**config.mk**
```make
export PLATFORM = sky130hd
export DESIGN_NAME = wlzx_ctrl
export DESIGN_NICKNAME = d
export VERILOG_FILES = /design/src/rtl/wlzx_pkg.sv /design/src/rtl/wlzx_ctrl.sv
export SDC_FILE = /design/constraint.sdc
export NUM_CORES = 1
export LEC_CHECK = 0
export BUFFER_PORTS_ARGS = -buffer_cell sky130_fd_sc_hd__buf_4
export CAP_MARGIN = 10
export CORE_AREA = 2 2 39 41
export CTS_CLUSTER_SIZE = 8
export DETAILED_ROUTE_END_ITERATION = 8
export DIE_AREA = 0 0 41 43
export PLACE_DENSITY_LB_ADDON = 0.12
export SYNTH_ARGS = -nofsm -noshare
export SYNTH_HDL_FRONTEND = slang
export SYNTH_SLANG_ARGS = --single-unit
```
**constraint.sdc**
```tcl
create_clock -name i_clk -period 1.5 [get_ports i_clk]
set_input_delay 0.225 -clock i_clk [delete_from_list [all_inputs] [get_ports i_clk]]
set_output_delay 0.225 -clock i_clk [all_outputs]
set_load 0.03 [all_outputs]
```
**src/rtl/wlzx_pkg.sv**
```systemverilog
package wlzx_pkg;

    localparam int STORE_DEPTH_DEF = 4096;
    localparam int CMP_W           = 17;

    localparam logic [7:0] NEAR_TAG = 8'hA7;
    localparam logic [7:0] FAR_TAG  = 8'hA8;

    typedef enum logic [1:0] {
        FAULT_NONE   = 2'd0,
        FAULT_LENGTH = 2'd1,
        FAULT_REF    = 2'd2
    } t_fault;

    typedef enum logic [2:0] {
        PH_LOW      = 3'd0,
        PH_HIGH     = 3'd1,
        PH_ESCAPE   = 3'd2,
        PH_NEAR_OFS = 3'd3,
        PH_FAR_LO   = 3'd4,
        PH_FAR_HI   = 3'd5
    } t_phase;

    typedef enum logic [1:0] {
        ACT_NONE,
        ACT_RESULT,
        ACT_COPY
    } t_action;

    typedef enum logic [1:0] {
        S_IDLE,
        S_RD,
        S_WR,
        S_PUSH
    } t_state;

    typedef struct packed {
        logic accept;
        logic rd;
        logic wr;
        logic push;
    } t_cmd;

    typedef struct packed {
        t_action act;
        logic    copy_last;
        logic    pack_full;
        logic    copy_idle;
        logic    out_free;
    } t_status;

endpackage

```
**src/rtl/wlzx_ctrl.sv**
```systemverilog
module wlzx_ctrl (
    input  logic             i_clk,
    input  logic             i_rst_n,
    input  logic             i_in_valid,
    output logic             o_in_stall,
    input  wlzx_pkg::t_status i_status,
    output wlzx_pkg::t_cmd    o_cmd
);
    import wlzx_pkg::*;

    t_state r_state, n_state;

    always_ff @(posedge i_clk) begin
        if (!i_rst_n) begin
            r_state <= S_IDLE;
        end else begin
            r_state <= n_state;
        end
    end

    always_comb begin
        n_state = r_state;
        unique case (r_state)
            S_IDLE: begin
                if (i_in_valid) begin
                    unique case (i_status.act)
                        ACT_RESULT: n_state = S_PUSH;
                        ACT_COPY:   n_state = S_RD;
                        default:    n_state = S_IDLE;
                    endcase
                end
            end
            S_RD: n_state = S_WR;
            S_WR: begin
                if (i_status.copy_last || i_status.pack_full) begin
                    n_state = S_PUSH;
                end else begin
                    n_state = S_RD;
                end
            end
            S_PUSH: begin
                if (i_status.out_free) begin
                    n_state = i_status.copy_idle ? S_IDLE : S_RD;
                end
            end
            default: n_state = S_IDLE;
        endcase
    end

    always_comb begin
        o_in_stall   = (r_state != S_IDLE);
        o_cmd.accept = (r_state == S_IDLE) && i_in_valid;
        o_cmd.rd     = (r_state == S_RD);
        o_cmd.wr     = (r_state == S_WR);
        o_cmd.push   = (r_state == S_PUSH) && i_status.out_free;
    end

    ap_push_after_wr_end: assert property (@(posedge i_clk) disable iff (!i_rst_n)
        (r_state == S_WR) && i_status.copy_last |=> (r_state == S_PUSH))
        else $error("copy end did not lead to push");
    ap_rd_then_wr: assert property (@(posedge i_clk) disable iff (!i_rst_n)
        (r_state == S_RD) |=> (r_state == S_WR))
        else $error("read not followed by write");
    ap_no_accept_busy: assert property (@(posedge i_clk) disable iff (!i_rst_n)
        o_cmd.accept |-> (o_cmd.rd == 1'b0 && o_cmd.wr == 1'b0 && o_cmd.push == 1'b0))
        else $error("accept while busy");

endmodule

```
==> metrics.md, run 1 <==
| Metric | Value |
|---|---|
| Clock Pin Slew Worst Setup and Hold Paths | `0.03 ns` |
| DIE AREA | `0.001763 mm²` |
| Worst Skew | `0.002200 ns` |
| Core area | `0.001384 mm²` |
| Clock latency on the worst-skew pair | `0.22 ns` |
| DRT Wirelength | `408 µm` |
| Max clock buf depth | `2` |
| Vias in the first global route | `191` |
| Initial antenna violation count | `0` |
| Die Span Y | `43 µm` |
| Die Span X | `41 µm` |
| Slew @ Worst Pin | `0.3508 ns` |
| Hold WC Path Type | `primary input to flop` |
| Critical path's top delay family | `simple AND/OR/NAND/NOR gates` |
| Port bufs | `13` |
| CTS root buf | `clkbuf_4` |
| Rows | `14` |
| H-tree depth | `1` |
| Slowest cell on crit path | `dfxtp_1` |
| Most common cell after layout, fill and taps aside | `buf_4` |
| Status | `finished clean` |
| Hold Startpoint | `i_rst_n` |
| Number of I/O pins | `14` |
| Avg Inst Size Synth | `9.306 µm²` |
| Final worst slack | `0.1274 ns` |
| Layout cells sized above 1 | `0.5938` |
| Drt drc | `0` |
| Post-synth net total | `26` |
| CP Launch Type | `flop` |
| Initial Util | `0.1076` |
| Most frequent cells in the layout | `buf_4, clkbuf_4, inv_1, dfxtp_1` |
| Hold EP | `r_state[0]` |
| Tot GR Track Use | `0.05812` |
| Top reg by flops | `r_state` |
| Worst IR Drop VDD | `0.2712 mV` |
| DR iter-0 viols | `1` |
| R2R cell count | `2` |
| Sequential cell area fraction in the yosys report | `0.2689` |
| Max reg flops | `2` |
| Warning count from the yosys run | `0` |
| Distinct cells, synth | `14` |
| Largest net degree at the start of global routing | `9` |
| RSZ-0062 raised after global routing | `false` |
| Cts hold-fix bufs | `0` |
| Gr ovfl total | `0` |
| Post-Syn Area | `148.9 µm²` |
| Final hold vios | `0` |
| CP Buf/Inv Count | `1` |
| Arr. time, crit path | `1.15 ns` |
| Synthesized flop and latch total | `2` |
| First-pass GRT wire length | `634 µm` |
| DR vias/cell | `3.646` |
| R2R Path Start | `r_state[1]` |
| Setup crit end kind | `output port` |
| Dpl ws | `0.3397 ns` |
| Max frequency | `728.5 MHz` |
| Worst EP required | `1.27 ns` |
| Critical Path Fanout Max | `7` |
| Max Slew Vio Count | `0` |
| ANT nets after route | `0` |
| Leak pwr | `0.1525 nW` |
| Synth Instances | `16` |
| Setup bufs post-CTS | `0` |
| Min Tclk post-route | `1.373 ns` |
| Top Registers | `r_state (2)` |
| Post_cts resized | `0` |
| DRT Pass-1 Iters | `2` |
| ANT cells | `0` |
| Power per cell area | `991.0 mW/mm²` |
| Endpoints failing setup | `0` |
| Cell depth of the worst setup path | `3` |
| CTS tree | `yes` |
| Final period utilization | `0.9151` |
| Via Count | `175` |
| Setup TNS | `0 ns` |
| Critical path class | `flop to output port` |
| CTS Sinks | `2` |
| Average wire per cell in the routed design | `8.500 µm` |
| RD Place Congestion | `0.6099` |
| Synthesis-to-layout area growth | `94.12%` |
| RR Endpoint | `r_state[1]` |
| Max-cap violations | `0` |
| Cells on Worst Hold Path | `2` |
| Clock buffer count from CTS | `3` |
| Slew headroom | `0.7628` |
| Nets@finish | `44` |
| Crit-path cells | `or2_2 > nor2_1 > buf_4` |
| Crit path largest cell delay | `0.35 ns` |
| R2R Setup Slk | `0.53 ns` |
## layout make-up
cell class,count,area [µm²]
fillers,168,1095
multi-input cells,12,101.3
repair buffers,13,97.59
flip-flops and latches,2,40.04
clock buffers,3,22.52
well taps,16,20.02
inverters,2,7.507
## worst max path at each step
stage	startpoint	to	slack [ns]
floorplan	r_state[1]	o_cmd[3]	0.12
detailed placement	r_state[1]	o_cmd[3]	0.34
global placement	r_state[1]	o_cmd[3]	0.34
finish	r_state[1]	o_cmd[3]	0.13
global route	r_state[0]	o_cmd[3]	0.06
CTS	r_state[1]	o_cmd[3]	0.1
## kinds of logic after synthesis
kind of cell,after synthesis,share of synthesized area
simple gates,9,0.4790
compound gates,2,0.1177
buf+inv,2,0.05044
flops,2,0.2689
fa+ha+maj,1,0.08402
## Yosys cell counts (all sizes together)
| cell type | number | area, µm² |
|---|---|---|
| inv | 2 | 7.510 |
| nor3b | 1 | 7.510 |
| and3 | 1 | 11.26 |
| or2 | 1 | 6.260 |
| o211a | 1 | 10.01 |
| a211oi | 1 | 7.510 |
| ha | 1 | 12.51 |
| nand3 | 1 | 5.000 |
| nor4b | 2 | 23.77 |
| nor2b | 1 | 6.260 |
| nor2 | 1 | 3.750 |
| dfxtp | 2 | 40.04 |
| and2b | 1 | 7.510 |
## where the power goes
group	internal [mW]	switching, mW	total [mW]
clock	0.0881	0.0284	0.117
combinational	0.0495	0.0504	0.0999
sequential	0.0599	0.0101	0.0700
total	0.197	0.0889	0.286
## per-layer routing
metal  wire [µm]  track usage
met3          27      0.01571
met5           0            0
met4           0      0.08000
met2         248      0.08750
met1         132      0.04792
## metrics by stage
step / area, µm² / utilization / instances / power, mW / hold WS (ns)
final: 289.0 / 0.2089 / 48 / 0.2864 / 0.2405
after global routing: 289.0 / 0.2089 / 48 / 0.3057 / 0.2477
after CTS: 289.0 / 0.2089 / 48 / 0.2996 / 0.2342
after detailed placement: 266.5 / 0.1926 / 45 / 0.1734 / 0.4688
after global placement: 266.5 / 0.1926 / 45 / 0.1737 / 0.4688
after floorplan: 148.9 / - / 16 / 0.1270 / 0.3584
Note: power is estimated with default switching activity, not from simulation.
==> inputs of run 2 (changes only) <==
BUFFER_PORTS_ARGS = -buffer_cell sky130_fd_sc_hd__buf_2   (was -buffer_cell sky130_fd_sc_hd__buf_4)
PLACE_DENSITY_LB_ADDON = not set   (was 0.12)
==> run 2 against run 1 <==
Effect of this change:
- critical path depth unchanged
- sequential power about the same
- final area decreased by 11%
- sequential cell count unchanged
- first-iteration DRC count unchanged
- fmax decreased by 1.3%
- clock power about the same
- die area unchanged
- clock skew about the same
- via count decreased by 2.9%
==> metrics.md, run 2 (synthesized netlist as in run 1, its figures left out) <==
| Metric | Value |
|---|---|
| Setup TNS | `0 ns` |
| Layout cells sized above 1 | `0.5938` |
| Slew @ Worst Pin | `0.3541 ns` |
| Pwr Total | `273.8 µW` |
| Clock Pin Slew Worst Setup and Hold Paths | `0.03 ns` |
| First-pass GRT wire length | `558 µm` |
| CTS root buf | `clkbuf_4` |
| Tot GR Track Use | `0.05205` |
| Initial antenna violation count | `0` |
| CP Launch Point | `r_state[1]` |
| Post_cts resized | `0` |
| ANT nets after route | `0` |
| Vias in the first global route | `153` |
| RSZ-0062 raised after global routing | `false` |
| Clock buffer count from CTS | `3` |
| Via Count | `170` |
| Setup crit end kind | `output port` |
| Arr. time, crit path | `1.17 ns` |
| Max reg flops | `2` |
| Hold WC Path Type | `primary input to flop` |
| Cell Count, Final, Fillers Out | `48` |
| Top Registers | `r_state (2)` |
| Die Span Y | `43 µm` |
| Initial Util | `0.1076` |
| DR vias/cell | `3.542` |
| Leak pwr | `0.1442 nW` |
| R2R Setup Slk | `0.54 ns` |
| Placed insts | `45` |
| R2R Path Start | `r_state[0]` |
| ANT cells | `0` |
| Final hold vios | `0` |
| Worst EP required | `1.27 ns` |
| Number of I/O pins | `14` |
| Max clock buf depth | `2` |
| Final hold slack | `0.2443 ns` |
| Slew headroom | `0.7606` |
| Endpoints failing setup | `0` |
| DRT Pass-1 Iters | `2` |
| Max-cap violations | `0` |
| Critical Path Fanout Max | `7` |
| Status | `finished clean` |
| Hold Startpoint | `i_rst_n` |
| CP Launch Type | `flop` |
| Worst IR Drop VDD | `0.1705 mV` |
| Largest net degree at the start of global routing | `9` |
| Die Span X | `41 µm` |
| Layout Cell Area excl Fill | `256.5 µm²` |
| Nets@finish | `44` |
| Min Tclk post-route | `1.391 ns` |
| DP Area | `234.0 µm²` |
| CTS tree | `yes` |
| Setup bufs post-CTS | `0` |
| Max frequency | `718.8 MHz` |
| Critical path class | `flop to output port` |
| Max Slew Vio Count | `0` |
| Cts hold-fix bufs | `0` |
| Power per cell area | `1067 mW/mm²` |
| Drt drc | `0` |
| DRT Wirelength | `372 µm` |
| Fillers | `162` |
| Port bufs | `13` |
| CTS Sinks | `2` |
| Rows | `14` |
| Worst Skew | `0.002307 ns` |
| Final period utilization | `0.9274` |
| Top reg by flops | `r_state` |
| Synthesis-to-layout area growth | `72.27%` |
| Most common cell after layout, fill and taps aside | `buf_2` |
| Gr ovfl total | `0` |
| Clock latency on the worst-skew pair | `0.22 ns` |
| DIE AREA | `0.001763 mm²` |
| DR iter-0 viols | `1` |
| Core area | `0.001384 mm²` |
| H-tree depth | `1` |
| Most frequent cells in the layout | `buf_2, clkbuf_4, inv_1, dfxtp_1` |
| Average wire per cell in the routed design | `7.750 µm` |
| RD Place Congestion | `0.5787` |
==> run 2: cell count changes in the layout (fill, tap and decap cells not counted) <==
cell	previous run	this run
buf_2	0	13
buf_4	13	0
==> run 2: cell type report <==
type | count | area (µm²) | area share
clock buffers | 3 | 22.52 | 0.08780
inverters | 2 | 7.507 | 0.02927
well taps | 16 | 20.02 | 0.07805
multi-input cells | 12 | 101.3 | 0.3951
repair buffers | 13 | 65.06 | 0.2537
flip-flops and latches | 2 | 40.04 | 0.1561
==> run 2: final timing paths <==
check          endpoint  depth (start not counted)
min reg2reg  r_state[0]                          2
min          r_state[0]                          2
max            o_cmd[3]                          3
max reg2reg  r_state[1]                          2
==> run 2: critical path, cell delays in order (launching register included) <==
cell and delay (ns):
dfxtp_1 0.35, or2_2 0.32, nor2_1 0.08, buf_2 0.20
==> run 2: power by group <==
part           internal, mW  switching [mW]  leakage (nW)  total [mW]
clock network        0.0883          0.0306        0.0138       0.119
registers            0.0598          0.0102        0.0166      0.0700
logic                0.0357          0.0491         0.114      0.0848
==> run 2: stage by stage <==
step | utilization | setup WS [ns]
after detailed placement | 0.1691 | 0.3388
after CTS | 0.1854 | 0.08994
after global placement | 0.1691 | 0.3331
after global routing | 0.1854 | 0.03600
after floorplan | - | 0.1166
final | 0.1854 | 0.1088
==> run 2: routing by layer <==
metal,vias up,track usage,routed length (µm)
met5,-,0,0
met4,0,0.06000,0
met3,0,0.03141,22
met2,5,0.08125,205
met1,74,0.03503,144
li1,91,-,-
==> inputs of run 3 (changes only) <==
clock period = 1.7 ns   (was 1.5 ns; I/O delays follow)
==> run 3 against run 2 <==
Effect of this change:
- register-to-register slack gained 0.22 ns
- final area unchanged
- worst hold slack better by 0.027 ns
- via count up 2.4%
- die area is the same
- first-iteration DRC count is 100% higher
- sequential cell count stayed put
- highest routed layer unchanged
==> metrics.md, run 3 (synthesized netlist as in run 1, its figures left out) <==
| Metric | Value |
|---|---|
| Hold WC Path Type | `primary input to flop` |
| H-tree depth | `1` |
| Slowest cell on crit path | `dfxtp_1` |
| Met3 WL | `27 µm` |
| Critical path class | `flop to output port` |
| Top Registers | `r_state (2)` |
| Number of I/O pins | `14` |
| CTS Sinks | `2` |
| Most frequent cells in the layout | `buf_2, clkbuf_4, inv_1, dfxtp_1` |
| Crit-path cells | `or2_2 > nor2_1 > buf_2` |
| Placed insts | `45` |
| Most common cell after layout, fill and taps aside | `buf_2` |
| Average wire per cell in the routed design | `7.396 µm` |
| Met1 wire length | `119 µm` |
| Worst EP required | `1.44 ns` |
| Clock buffer count from CTS | `3` |
| Power per cell area | `929.2 mW/mm²` |
| Max clock buf depth | `2` |
| Endpoints failing setup | `0` |
| Max-cap violations | `0` |
| Layout cells sized above 1 | `0.5938` |
| Max reg flops | `2` |
| RR Endpoint | `r_state[1]` |
| Cell Count, Final, Fillers Out | `48` |
| Via Count | `174` |
| Final hold vios | `0` |
| ANT cells | `0` |
| DIE AREA | `0.001763 mm²` |
| Final period utilization | `0.8379` |
| DRT Pass-1 Iters | `2` |
| Cells on Worst Hold Path | `2` |
| Initial antenna violation count | `0` |
| RSZ-0062 raised after global routing | `false` |
| Rows | `14` |
| CP Buf/Inv Count | `1` |
| Drt drc | `0` |
| DRT Wirelength | `355 µm` |
| Fillers | `163` |
| Hold Startpoint | `i_rst_n` |
| CTS tree | `yes` |
| Port bufs | `13` |
| Setup crit end kind | `output port` |
| Arr. time, crit path | `1.17 ns` |
| Worst Skew | `0.002172 ns` |
| DP Area | `234.0 µm²` |
| CTS root buf | `clkbuf_4` |
| Final worst slack | `0.2756 ns` |
| Max layer used | `met3` |
| Layout Cell Area excl Fill | `256.5 µm²` |
| Clock Pin Slew Worst Setup and Hold Paths | `0.03 ns` |
| Top reg by flops | `r_state` |
| Tot GR Track Use | `0.06006` |
| Min Tclk post-route | `1.424 ns` |
| Core area | `0.001384 mm²` |
| Worst IR Drop VDD | `0.1435 mV` |
| Leak pwr | `0.1442 nW` |
| Post_cts resized | `0` |
| Die Span X | `41 µm` |
| Nets@finish | `44` |
| Setup bufs post-CTS | `0` |
| CP Launch Type | `flop` |
| Status | `finished clean` |
| Max frequency | `702.1 MHz` |
| DR iter-0 viols | `2` |
| Critical Path Fanout Max | `7` |
| R2R Setup Slk | `0.76 ns` |
| R2R Path Start | `r_state[1]` |
| ANT nets after route | `0` |
| DR vias/cell | `3.625` |
| Dpl ws | `0.4969 ns` |
| Clock latency on the worst-skew pair | `0.22 ns` |
| Synthesis-to-layout area growth | `72.27%` |
| Initial Util | `0.1076` |
| RD Place Congestion | `0.5671` |
| Max Slew Vio Count | `0` |
| R2R cell count | `2` |
| Hold EP | `r_state[0]` |
| Largest net degree at the start of global routing | `9` |
| Die Span Y | `43 µm` |
| Critical path's top delay family | `simple AND/OR/NAND/NOR gates` |
| Cts hold-fix bufs | `0` |
| Setup TNS | `0 ns` |
| Gr ovfl total | `0` |
| Vias in the first global route | `182` |
| Slew @ Worst Pin | `0.3260 ns` |
| Crit path largest cell delay | `0.35 ns` |
| Wire length on met2 | `207 µm` |
| Slew headroom | `0.7796` |
| First-pass GRT wire length | `655 µm` |
[run 3: cell counts in the layout (fill, tap and decap cells not counted)]
Identical to the previous run, type by type.
[run 3: how the worst max path moves through the flow]
stage          startpoint       end  slack [ns]  cells past startpoint
2_1_floorplan  r_state[1]  o_cmd[3]        0.29                      2
3_3_place_gp   r_state[1]  o_cmd[3]        0.51                      3
3_5_place_dp   r_state[1]  o_cmd[3]        0.50                      3
4_1_cts        r_state[1]  o_cmd[3]        0.25                      3
5_1_grt        r_state[1]  o_cmd[3]        0.19                      3
6_report       r_state[1]  o_cmd[3]        0.28                      3
[run 3: layout make-up]
type | instances | area [µm²] | area share
timing repair buffer | 13 | 65.06 | 0.2537
tap | 16 | 20.02 | 0.07805
clock buffer | 3 | 22.52 | 0.08780
multi-input combinational | 12 | 101.3 | 0.3951
sequential | 2 | 40.04 | 0.1561
inverter | 2 | 7.507 | 0.02927
[run 3: worst reg2reg max path: cells and delay by family (launching register included)]
kind             cells  cell delay, ns
DFF                  1            0.41
and+or+nand+nor      2            0.40
[run 3: power breakdown]
group          internal, mW  switching [mW]  total [mW]  leakage (nW)
Combinational        0.0314          0.0434      0.0748         0.114
Sequential           0.0528         0.00888      0.0617        0.0166
Clock                0.0776          0.0242       0.102        0.0138
Total                 0.162          0.0765       0.238         0.144
[run 3: per-layer routing]
metal  vias to the layer above  GRT usage
met2                         5    0.09063
met3                         0    0.03141
met5                         -          0
li1                         90          -
met1                        79    0.04140
met4                         0    0.08000
[run 3: through the flow]
stage / power (mW) / utilization / hold WS, ns
5_1_grt: 0.2679 / 0.1854 / 0.2621
3_5_place_dp: 0.1388 / 0.1691 / 0.4977
4_1_cts: 0.2478 / 0.1854 / 0.2653
2_1_floorplan: 0.1121 / - / 0.3884
6_report: 0.2383 / 0.1854 / 0.2709
3_3_place_gp: 0.1386 / 0.1691 / 0.4962
